[config.mk]
export PLATFORM = sky130hd
export DESIGN_NAME = mwsi_front
export DESIGN_NICKNAME = d
export VERILOG_FILES = /design/src/rtl/mwsi_pkg.sv /design/src/rtl/mwsi_front.sv
export SDC_FILE = /design/constraint.sdc
export NUM_CORES = 1
export LEC_CHECK = 0
export BUFFER_PORTS_ARGS = -buffer_cell sky130_fd_sc_hd__buf_2
export CAP_MARGIN = 30
export CORE_MARGIN = 2
export CORE_UTILIZATION = 45
export DETAILED_ROUTE_END_ITERATION = 16
export PLACE_DENSITY = 0.71
export SYNTH_ARGS = -nofsm -noshare
export SYNTH_HDL_FRONTEND = slang
export SYNTH_SLANG_ARGS = --single-unit
[constraint.sdc]
create_clock -name i_clk -period 8.9 [get_ports i_clk]
set_input_delay 1.78 -clock i_clk [delete_from_list [all_inputs] [get_ports i_clk]]
set_output_delay 1.78 -clock i_clk [all_outputs]
set_load 0.005 [all_outputs]
[src/rtl/mwsi_pkg.sv]
// Shared types and constants of the maximum window sum unit.
`timescale 1ns / 1ps
package mwsi_pkg;
    localparam int MAX_INTERVALS = 1024;
    localparam int IDX_W         = $clog2(MAX_INTERVALS);
    localparam int COUNT_W       = IDX_W + 1;
    localparam int PAIR_W        = COUNT_W + 1;
    localparam int BS_W          = COUNT_W + 2;
    localparam int POSITION_BITS = 30;
    localparam int WEIGHT_BITS   = 10;
    localparam int WINDOW_BITS   = 30;
    localparam int SUM_OUT_W     = 40;
    localparam int SUM_W         = POSITION_BITS + WEIGHT_BITS + COUNT_W;
    localparam int LIM_W         = POSITION_BITS + 3;
    localparam int SPAN_W        = POSITION_BITS + 1;
    localparam int PROD_W        = SPAN_W + WEIGHT_BITS;
    localparam int FQ_DEPTH      = 4;
    localparam int FQ_AW         = $clog2(FQ_DEPTH);
    localparam int OQ_DEPTH      = 2;
    localparam int OQ_AW         = $clog2(OQ_DEPTH);

    typedef struct packed {
        logic [POSITION_BITS-1:0] left_end;
        logic [POSITION_BITS-1:0] right_end;
        logic [WEIGHT_BITS-1:0]   weight_per_position;
        logic                     last_interval;
    } t_in_item;

    typedef struct packed {
        logic [SUM_OUT_W-1:0] best_window_sum;
        logic                 capacity_exceeded;
    } t_out_item;

    // Field order gives the sort order when compared as one vector.
    typedef struct packed {
        logic [POSITION_BITS-1:0] l;
        logic [POSITION_BITS-1:0] r;
        logic [WEIGHT_BITS-1:0]   w;
    } t_entry;

    typedef struct packed {
        t_in_item item;
        logic     keep;
    } t_cmd;
endpackage

[src/rtl/mwsi_front.sv]
// Input queue that marks each interval as stored or dropped by set capacity.
`timescale 1ns / 1ps
module mwsi_front import mwsi_pkg::*; (
    input  logic     i_clk,
    input  logic     i_rst_n,
    input  logic     i_push,
    output logic     o_full,
    input  t_in_item i_in_item,
    output logic     o_cmd_valid,
    output t_cmd     o_cmd,
    input  logic     i_cmd_pop
);
    t_cmd             r_q [FQ_DEPTH];
    logic [FQ_AW-1:0] r_wp;
    logic [FQ_AW-1:0] r_rp;
    logic [FQ_AW:0]   r_cnt;
    logic [COUNT_W-1:0] r_set;
    logic push_ok;
    logic pop_ok;
    logic keep;

    assign o_full      = (r_cnt == (FQ_AW + 1)'(FQ_DEPTH));
    assign o_cmd_valid = (r_cnt != '0);
    assign o_cmd       = r_q[r_rp];
    assign push_ok     = i_push & ~o_full;
    assign pop_ok      = i_cmd_pop & o_cmd_valid;
    assign keep        = (r_set < COUNT_W'(MAX_INTERVALS));

    always_ff @(posedge i_clk) begin
        if (!i_rst_n) begin
            r_wp  <= '0;
            r_rp  <= '0;
            r_cnt <= '0;
            r_set <= '0;
        end else begin
            if (push_ok) begin
                r_wp <= r_wp + 1'b1;
                if (i_in_item.last_interval) begin
                    r_set <= '0;
                end else if (keep) begin
                    r_set <= r_set + 1'b1;
                end
            end
            if (pop_ok) begin
                r_rp <= r_rp + 1'b1;
            end
            case ({push_ok, pop_ok})
                2'b10:   r_cnt <= r_cnt + 1'b1;
                2'b01:   r_cnt <= r_cnt - 1'b1;
                default: r_cnt <= r_cnt;
            endcase
        end
    end

    always_ff @(posedge i_clk) begin
        if (push_ok) begin
            r_q[r_wp] <= '{item: i_in_item, keep: keep};
        end
    end
endmodule

==> results.md <==
* Internal at around 2.9 mW
* Top cells by count, synth: 288 x edfxtp_1, 72 x mux4_2, 20 x dfxtp_1
* First DRT Iteration DRCs at 386
* DP Area at between 0.01 and 0.015 mm2
* Clock root cell: clkbuf_16
* Max-slew violation count at 0
* DRC at 0
* Num CTS Buffers at 30
* Clock buffer depth at 3
* Relative slew slack at a little over two fifths
* Crit-path max FO at between 40 and 50
* CP cell instances: buf_4 > mux4_2 > buf_2
* Pleak at 4.48 nW
* CP max stage cell: dfxtp_4
* Routability Congestion at ~0.7
* Combinational Power Share at roughly a fifth
* Tmin final at approximately 4.7 ns
* Final Cell Area at 0.0135 mm2
* Final #Nets at roughly 740
* Final WL at about 21 mm
* Switching part of the total at between 20% and 30%
* Vias/cell at roughly 5.3
* PostCTS Resize Cnt at 0
* Total GRT Usage at around 16%
* Worst-Skew Late Latency at 0.53 ns
* Total congestion overflow at 0
* Clk pwr share at ~33%
* RSZ-0062 raised after global routing: false
* DR pass1 iterations at 6
* Chip width at approximately 160 um
* Worst-Margin Slew at 0.862 ns
* Worst Path Arrival at roughly 2.9 ns
* Post-synth top flop: edfxtp_1
* Max_cap viols at 0
* Startpoint types: register
* Wire per inst at 20.6 um
* Final worst setup slack at 4.23 ns
* Detail Route Antenna Nets at 0
* Outcome: complete, no violations
* Worst setup path class: register to primary output
* Syn_nets at between 500 and 600
* Fraction of layout instances using a drive strength above 1 at around two fifths
* Row count at 58
* First-pass GRT wire length at ~33 mm
* Power Dens Cells at approximately 280 mW/mm2
* Largest area contributor in the netlist: edfxtp_1
* Place WS at about 4.6 ns
* Final setup fails at 0
* Number of global-route vias before repair at 5840
* DPL Wire Length at about 13 mm
* Core area at about 0.025 mm2
* Setup Fix Bufs, Post-CTS at 0
* Total power at roughly 3.8 mW
* Yosys warnings at 0
* Number of top-level pins at 149
* Via count at 5376
* Cell with the most instances after synthesis: edfxtp_1
* Netlist Area Pre-Place at between 0.01 and 0.015 mm2
* Post-CTS Hold Buffers at 0
* Critical path capture point type: primary output
* Maximum VDD drop at ~200 uV
* Critical R2R Launch: r_cnt[2]
* CTS H-tree lvls at 1
* Setup TNS at 0 ns
* Period utilisation layout at a little over half
* Switching pwr at just over 0.9 mW
* Layout Cells excl Fill at a little over 1000
* CTS tree: yes
* Hold Crit Class: register to register
* Die area at roughly 0.027 mm2
* Largest net degree at the start of global routing at 47
* Clock tree sinks at slightly above 300
* Synth top area share at about three quarters
* Req. time, crit path at between 7 and 8 ns
* FFs w/ async S/R, synth at 0%
* Synthesized area per cell at about 23 um2
* Clk slew on worst S/H paths at roughly 0.06 ns
* Top post-synthesis cells by area: edfxtp_1 76%, mux4_2 14%, dfxtp_1 3.5%
* CP peak stage delay at about 0.90 ns
* Fillers at just under 2000
* Post-synth EDFFs at ~290
* Placed Instances at between 900 and 1000
* Max Freq at ~210 MHz
* Chip Height at ~160 um
* Synthesis-stage register bit count at around 310
* Distinct cells, synth at 32
* Final hold vios at 0
* Port Buf Inserts at 148
* Seq/Total Area, Yosys at 79.7%
* Syn Inst Count at 488
* Clock skew at roughly 0.0066 ns
* Flop pwr share at a little under 50%
* Hold path startpoint: r_set[9]
* Initial Util at between 40% and 50%
* Initial antenna violation count at 2
* Synthesis-to-finish area growth at 19.3%
cell usage in the layout (no fill, tap or decap), types with 2 or more instances in the layout:
master	instances
clkbuf_1	14
ha_1	6
clkinv_1	3
mux4_2	72
buf_4	2
inv_1	7
nand3_1	3
xnor2_1	3
nor2_1	9
a21oi_1	12
dfxtp_1	18
or3_1	10
clkinv_2	5
and3_4	4
xor2_1	4
bufinv_16	3
buf_2	148
dfxtp_4	2
o21ai_0	7
buf_12	2
nand2_1	8
clkbuf_16	31
nand4_1	3
buf_16	3
edfxtp_1	288
cell type report:
cell class	instances	area [um2]	area share (%)
Clock buffer	46	842	6.22
Antenna cell	1	2.50	0.0185
Inverter	9	33.8	0.249
Tap cell	330	413	3.05
Sequential cell	308	9060	66.9
Clock inverter	10	123	0.905
Timing Repair Buffer	155	878	6.49
Multi-Input combinational cell	153	2200	16.2
flip-flops by register name (all words and copies together), names as in the netlist, named ones only:
signal / count
r_q: 288
r_set: 11
r_cnt: 3
r_rp: 2
r_wp: 2
worst max-delay path: cells and delay by family (launching register included):
family   cells  cell delay [ns]
buf+inv      2             0.80
mux          1             0.60
flops        1             0.90
metrics by stage:
stage	hold slack [ns]	utilization, %
after floorplan	0.444	-
after global placement	0.455	49.9
after detailed placement	0.484	50.4
after CTS	0.496	54.2
after global routing	0.538	54.2
final	0.495	54.3
path summary, 6_finish.rpt:
check / end / slack (ns) / cells past startpoint
max reg2reg: r_cnt[2] / 6.50 / 8
min: r_set[9] / 0.50 / 2
max: o_cmd[20] / 4.23 / 3
min reg2reg: r_set[9] / 0.50 / 2
power by group through the flow:
stage / Sequential [mW] / Combinational (mW) / Clock [mW]
2_1_floorplan: 1.80 / 0.494 / 0
3_3_place_gp: 1.88 / 0.683 / 0
3_5_place_dp: 1.88 / 0.724 / 0
4_1_cts: 1.85 / 0.727 / 1.26
5_1_grt: 1.86 / 0.775 / 1.32
6_report: 1.84 / 0.712 / 1.23
routing by layer:
layer  part of all wire [%]  track usage, %  vias to the layer above
met5                      0               0                        -
met4                    1.7            4.02                        0
met3                    6.8            3.74                       33
met2                     51            26.6                      163
met1                     41            21.5                     2795
li1                       -               -                     2385
logic make-up (layout without fill, tap and decap cells):
family | count (synthesis) | in the layout | share of synthesized area (%)
multiplexers | 72 | 72 | 14.3
XOR/XNOR | 7 | 7 | 0.540
buffers and inverters | 27 | 220 | 1.11
AO/OA/AOI/OAI | 21 | 21 | 0.992
adder cells (fa/ha/maj) | 7 | 7 | 0.838
AND/OR/NAND/NOR | 46 | 46 | 2.51
flip-flops | 308 | 308 | 79.7
other | 0 | 1 | 0
Note: power is estimated with default switching activity, not from simulation.
