**src/rtl/mwsi_pkg.sv**
```systemverilog
// Shared types and constants of the maximum window sum unit.
`timescale 1ns / 1ps
package mwsi_pkg;
    localparam int MAX_INTERVALS = 1024;
    localparam int IDX_W         = $clog2(MAX_INTERVALS);
    localparam int COUNT_W       = IDX_W + 1;
    localparam int PAIR_W        = COUNT_W + 1;
    localparam int BS_W          = COUNT_W + 2;
    localparam int POSITION_BITS = 30;
    localparam int WEIGHT_BITS   = 10;
    localparam int WINDOW_BITS   = 30;
    localparam int SUM_OUT_W     = 40;
    localparam int SUM_W         = POSITION_BITS + WEIGHT_BITS + COUNT_W;
    localparam int LIM_W         = POSITION_BITS + 3;
    localparam int SPAN_W        = POSITION_BITS + 1;
    localparam int PROD_W        = SPAN_W + WEIGHT_BITS;
    localparam int FQ_DEPTH      = 4;
    localparam int FQ_AW         = $clog2(FQ_DEPTH);
    localparam int OQ_DEPTH      = 2;
    localparam int OQ_AW         = $clog2(OQ_DEPTH);

    typedef struct packed {
        logic [POSITION_BITS-1:0] left_end;
        logic [POSITION_BITS-1:0] right_end;
        logic [WEIGHT_BITS-1:0]   weight_per_position;
        logic                     last_interval;
    } t_in_item;

    typedef struct packed {
        logic [SUM_OUT_W-1:0] best_window_sum;
        logic                 capacity_exceeded;
    } t_out_item;

    // Field order gives the sort order when compared as one vector.
    typedef struct packed {
        logic [POSITION_BITS-1:0] l;
        logic [POSITION_BITS-1:0] r;
        logic [WEIGHT_BITS-1:0]   w;
    } t_entry;

    typedef struct packed {
        t_in_item item;
        logic     keep;
    } t_cmd;
endpackage

```
**src/rtl/mwsi_outq.sv**
```systemverilog
// Result queue between the compute engine and the result port.
`timescale 1ns / 1ps
module mwsi_outq import mwsi_pkg::*; (
    input  logic      i_clk,
    input  logic      i_rst_n,
    input  logic      i_push,
    input  t_out_item i_data,
    output logic      o_full,
    output logic      o_empty,
    output t_out_item o_data,
    input  logic      i_pop
);
    t_out_item        r_q [OQ_DEPTH];
    logic [OQ_AW-1:0] r_wp;
    logic [OQ_AW-1:0] r_rp;
    logic [OQ_AW:0]   r_cnt;
    logic push_ok;
    logic pop_ok;

    assign o_full  = (r_cnt == (OQ_AW + 1)'(OQ_DEPTH));
    assign o_empty = (r_cnt == '0);
    assign o_data  = r_q[r_rp];
    assign push_ok = i_push & ~o_full;
    assign pop_ok  = i_pop & ~o_empty;

    always_ff @(posedge i_clk) begin
        if (!i_rst_n) begin
            r_wp  <= '0;
            r_rp  <= '0;
            r_cnt <= '0;
        end else begin
            if (push_ok) begin
                r_wp <= r_wp + 1'b1;
            end
            if (pop_ok) begin
                r_rp <= r_rp + 1'b1;
            end
            case ({push_ok, pop_ok})
                2'b10:   r_cnt <= r_cnt + 1'b1;
                2'b01:   r_cnt <= r_cnt - 1'b1;
                default: r_cnt <= r_cnt;
            endcase
        end
    end

    always_ff @(posedge i_clk) begin
        if (push_ok) begin
            r_q[r_wp] <= i_data;
        end
    end
endmodule

```
**config.mk**
```make
export PLATFORM = sky130hd
export DESIGN_NAME = mwsi_outq
export DESIGN_NICKNAME = d
export VERILOG_FILES = /design/src/rtl/mwsi_pkg.sv /design/src/rtl/mwsi_outq.sv
export SDC_FILE = /design/constraint.sdc
export NUM_CORES = 1
export LEC_CHECK = 0
export ABC_CLOCK_PERIOD_IN_PS = 2500
export BUFFER_PORTS_ARGS = -buffer_cell sky130_fd_sc_hd__clkbuf_2
export CORE_ASPECT_RATIO = 0.6
export CORE_MARGIN = 3
export CORE_UTILIZATION = 35
export DETAILED_ROUTE_END_ITERATION = 7
export PLACE_DENSITY = 0.54
export SLEW_MARGIN = 20
export SYNTH_ARGS = -nofsm -noshare
export SYNTH_HDL_FRONTEND = slang
export SYNTH_SLANG_ARGS = --single-unit
```
**constraint.sdc**
```tcl
create_clock -name i_clk -period 2.5 [get_ports i_clk]
set_clock_uncertainty 0.15 [all_clocks]
set_input_delay 0.25 -clock i_clk [delete_from_list [all_inputs] [get_ports i_clk]]
set_output_delay 0.25 -clock i_clk [all_outputs]
set_load 0.005 [all_outputs]
```
==> results by group <==
Outcome
  • Status: complete, no violations

Global route
  • Initial antenna violation count: 0
  • First-pass GRT wire length: 9.16 mm
  • Vias in the first global route: 1897
  • GRT Total Usage: 12.2%
  • Largest net degree at the start of global routing: 42
  • Global route total overflow: 0

Floorplan
  • Die height: 79.9 um
  • Chip width: 129 um
  • Initial core utilization: 36.7%
  • Row cnt: 26
  • Core Area: 8690 um2
  • Die area: 10300 um2
  • IO Count: 88

Critical path
  • Worst R2R Path Depth: 5
  • Setup CP Type: flip-flop to primary output
  • Critical Path, Cell by Cell: buf_4 > mux2_2 > clkbuf_2
  • Worst setup SP type: flip-flop
  • R2r startpoint: r_cnt[0]
  • Max incr delay on CP: 0.65 ns
  • Crit path capture: o_data[31]
  • CP required: 2.10 ns
  • CP max-delay cell: dfxtp_2
  • Critical Path End Type: primary output
  • CP arrival: 1.69 ns
  • WP buf/inv: 2
  • Crit path max fanout: 19
  • Levels on crit path: 3
  • Reg-to-reg slack, setup: 0.74 ns
  • Worst r2r dst: r_q[0][0]
  • Critical path's top delay family: flip-flops

Placed design
  • Post-Place Worst Slack: 0.721 ns
  • Placed inst area: 3800 um2
  • Detail Placement HPWL: 3.77 mm
  • Port bufs: 87
  • RePlAce Congestion: 0.731

Layout
  • ANT cells: 0
  • # nets final: 339
  • Share of layout cells above drive strength 1: 50.3%
  • Fill cells: 733
  • Final instance area: 4520 um2
  • Synth-to-Final Area Change: 41.9%

Logic synthesis
  • Synth Area per Inst: 20.7 um2
  • Count leader, synth: edfxtp_1
  • Gate count after technology mapping: 154
  • Netlist cell types: 19
  • Asr flop ratio synth: 0%
  • Yosys top cell area share: 77.3%
  • Post-Syn Area: 3180 um2
  • Top_reg_cell synth: edfxtp_1
  • Sequential fraction of the synthesis area: 80.5%
  • Synth area leader: edfxtp_1
  • Most frequent cells after synthesis: edfxtp_1 (82), mux2_2 (41), dfxtp_1 (5)
  • Synthesis-stage register bit count: 87
  • Post-synth EDFFs: 82
  • Top cells by area, synth: edfxtp_1 (77%), mux2_2 (14%), dfxtp_1 (3.1%)
  • Mapped Nets: 200
  • Yosys synthesis warning count: 0

Clock network
  • H-tree Lvls: 3
  • Bufs on Longest Clock Path: 2
  • CTS tree: built
  • Post-CTS resize count: 0
  • Clk_lat worst skew: 0.33 ns
  • Clk sink count: 87
  • Reg clk slew, reported paths: 0.06 ns
  • CTS buffer count: 9
  • Root Buffer: clkbuf_16

STA
  • Pins Over Slew Limit: 0
  • Fmax: 478 MHz
  • RSZ-0062 raised after global routing: false
  • Final Cycle Share: 83.7%
  • Period minus WS final: 2.09 ns
  • # setup viols final: 0
  • Worst Tran Pin Value: 0.507 ns
  • Final TNS setup: 0 ns
  • Setup WS post-layout: 0.408 ns
  • Hold Fails Final Rpt: 0
  • Normalized max-slew margin: 66.2%

Detailed routing
  • WL final: 5.78 mm
  • DRC: 0
  • Vias: 1761
  • Number of DRC markers in iteration 0: 82
  • Final ANT Viol Nets: 0
  • Initial DRT Pass Iterations: 4
  • Routed length per placed instance: 14.1 um
  • Vias per std cell: 4.30

Power
  • Maximum vdd drop: 0.406 mV
  • P_leak: 1.73 nW
  • Pwr dens: 959 nW/um2

Min path
  • Min-Delay Path Class: input port to flip-flop
  • Hold Path Cell Cnt: 2

Job
  • Max-Cap Viols: 0
## cell type report
| class | instances | area, um2 | area share [%] |
|---|---|---|---|
| inverters | 3 | 11.3 | 0.249 |
| clock inverters | 4 | 70.1 | 1.55 |
| well taps | 112 | 140 | 3.10 |
| flip-flops and latches | 87 | 2560 | 56.7 |
| multi-input cells | 59 | 588 | 13.0 |
| clock buffers | 12 | 236 | 5.23 |
| repair buffers | 133 | 908 | 20.1 |
## metal layers
| layer | part of all wire [%] | global-route usage [%] | vias up |
|---|---|---|---|
| li1 | - | - | 874 |
| met3 | 8.0 | 6.28 | 7 |
| met4 | 1.1 | 3.77 | 0 |
| met5 | 0 | 0 | - |
| met1 | 48 | 15.3 | 815 |
| met2 | 43 | 18.4 | 65 |
## worst min-delay path by stage
stage,from,to,slack [ns]
after floorplan,i_data[0],r_q[0][0],0.20
after global placement,i_data[9],r_q[0][9],0.29
after detailed placement,i_data[3],r_q[1][3],0.29
after CTS,i_rst_n,r_cnt[0],0.04
after global routing,i_rst_n,r_cnt[1],0.07
final,i_rst_n,r_cnt[0],0.05
## power breakdown
group | internal, mW | switching [mW] | leakage (nW)
clock | 0.872 | 0.481 | 0.151
combinational | 0.581 | 0.447 | 0.774
sequential | 1.84 | 0.107 | 0.809
## stage by stage
| stage | total power [mW] | utilization (%) | hold WS (ns) | cells |
|---|---|---|---|---|
| after floorplan | 2.52 | - | 0.199 | 154 |
| after global placement | 2.99 | 43.8 | 0.289 | 353 |
| after detailed placement | 2.99 | 43.8 | 0.292 | 353 |
| after CTS | 4.41 | 52.0 | 0.0382 | 410 |
| after global routing | 4.58 | 52.0 | 0.0665 | 410 |
| final | 4.33 | 52.0 | 0.0508 | 410 |
## flip-flops by register name, indices dropped and copies added (netlist names), named ones only
register	cells
r_rp	1
r_q	82
r_wp	1
r_cnt	2
## cells in the final DEF (no fill, tap or decap)
cell	count
clkbuf_2	87
edfxtp_1	82
mux2_2	41
dlygate4sd3_1	41
clkbuf_16	9
dfxtp_1	4
xnor2_1	3
clkbuf_1	3
buf_4	3
nor2b_1	2
or3_1	2
o21ai_0	2
a21boi_1	2
clkinv_2	2
bufinv_16	2
buf_12	2
o21a_1	1
nor2_1	1
nand2b_2	1
inv_2	1
nand2_1	1
and3_2	1
inv_1	1
clkinv_1	1
and2_1	1
ha_1	1
dfxtp_2	1
## cells by family (layout without fill, tap and decap cells)
logic type / after synthesis / in the layout / synth area share (%)
fa+ha+maj: 1 / 1 / 0.393
simple gates: 9 / 9 / 1.69
flops: 87 / 87 / 80.5
compound gates: 5 / 5 / 1.02
mux: 41 / 41 / 14.5
buf+inv: 8 / 152 / 1.10
xor+xnor: 3 / 3 / 0.825
## repair_timing
item | CTS | global route
hold endpoints to repair | 82 | 0
buffers inserted | 0 | 0
hold buffers | 41 | 0
(Power assumes the default switching activity.)
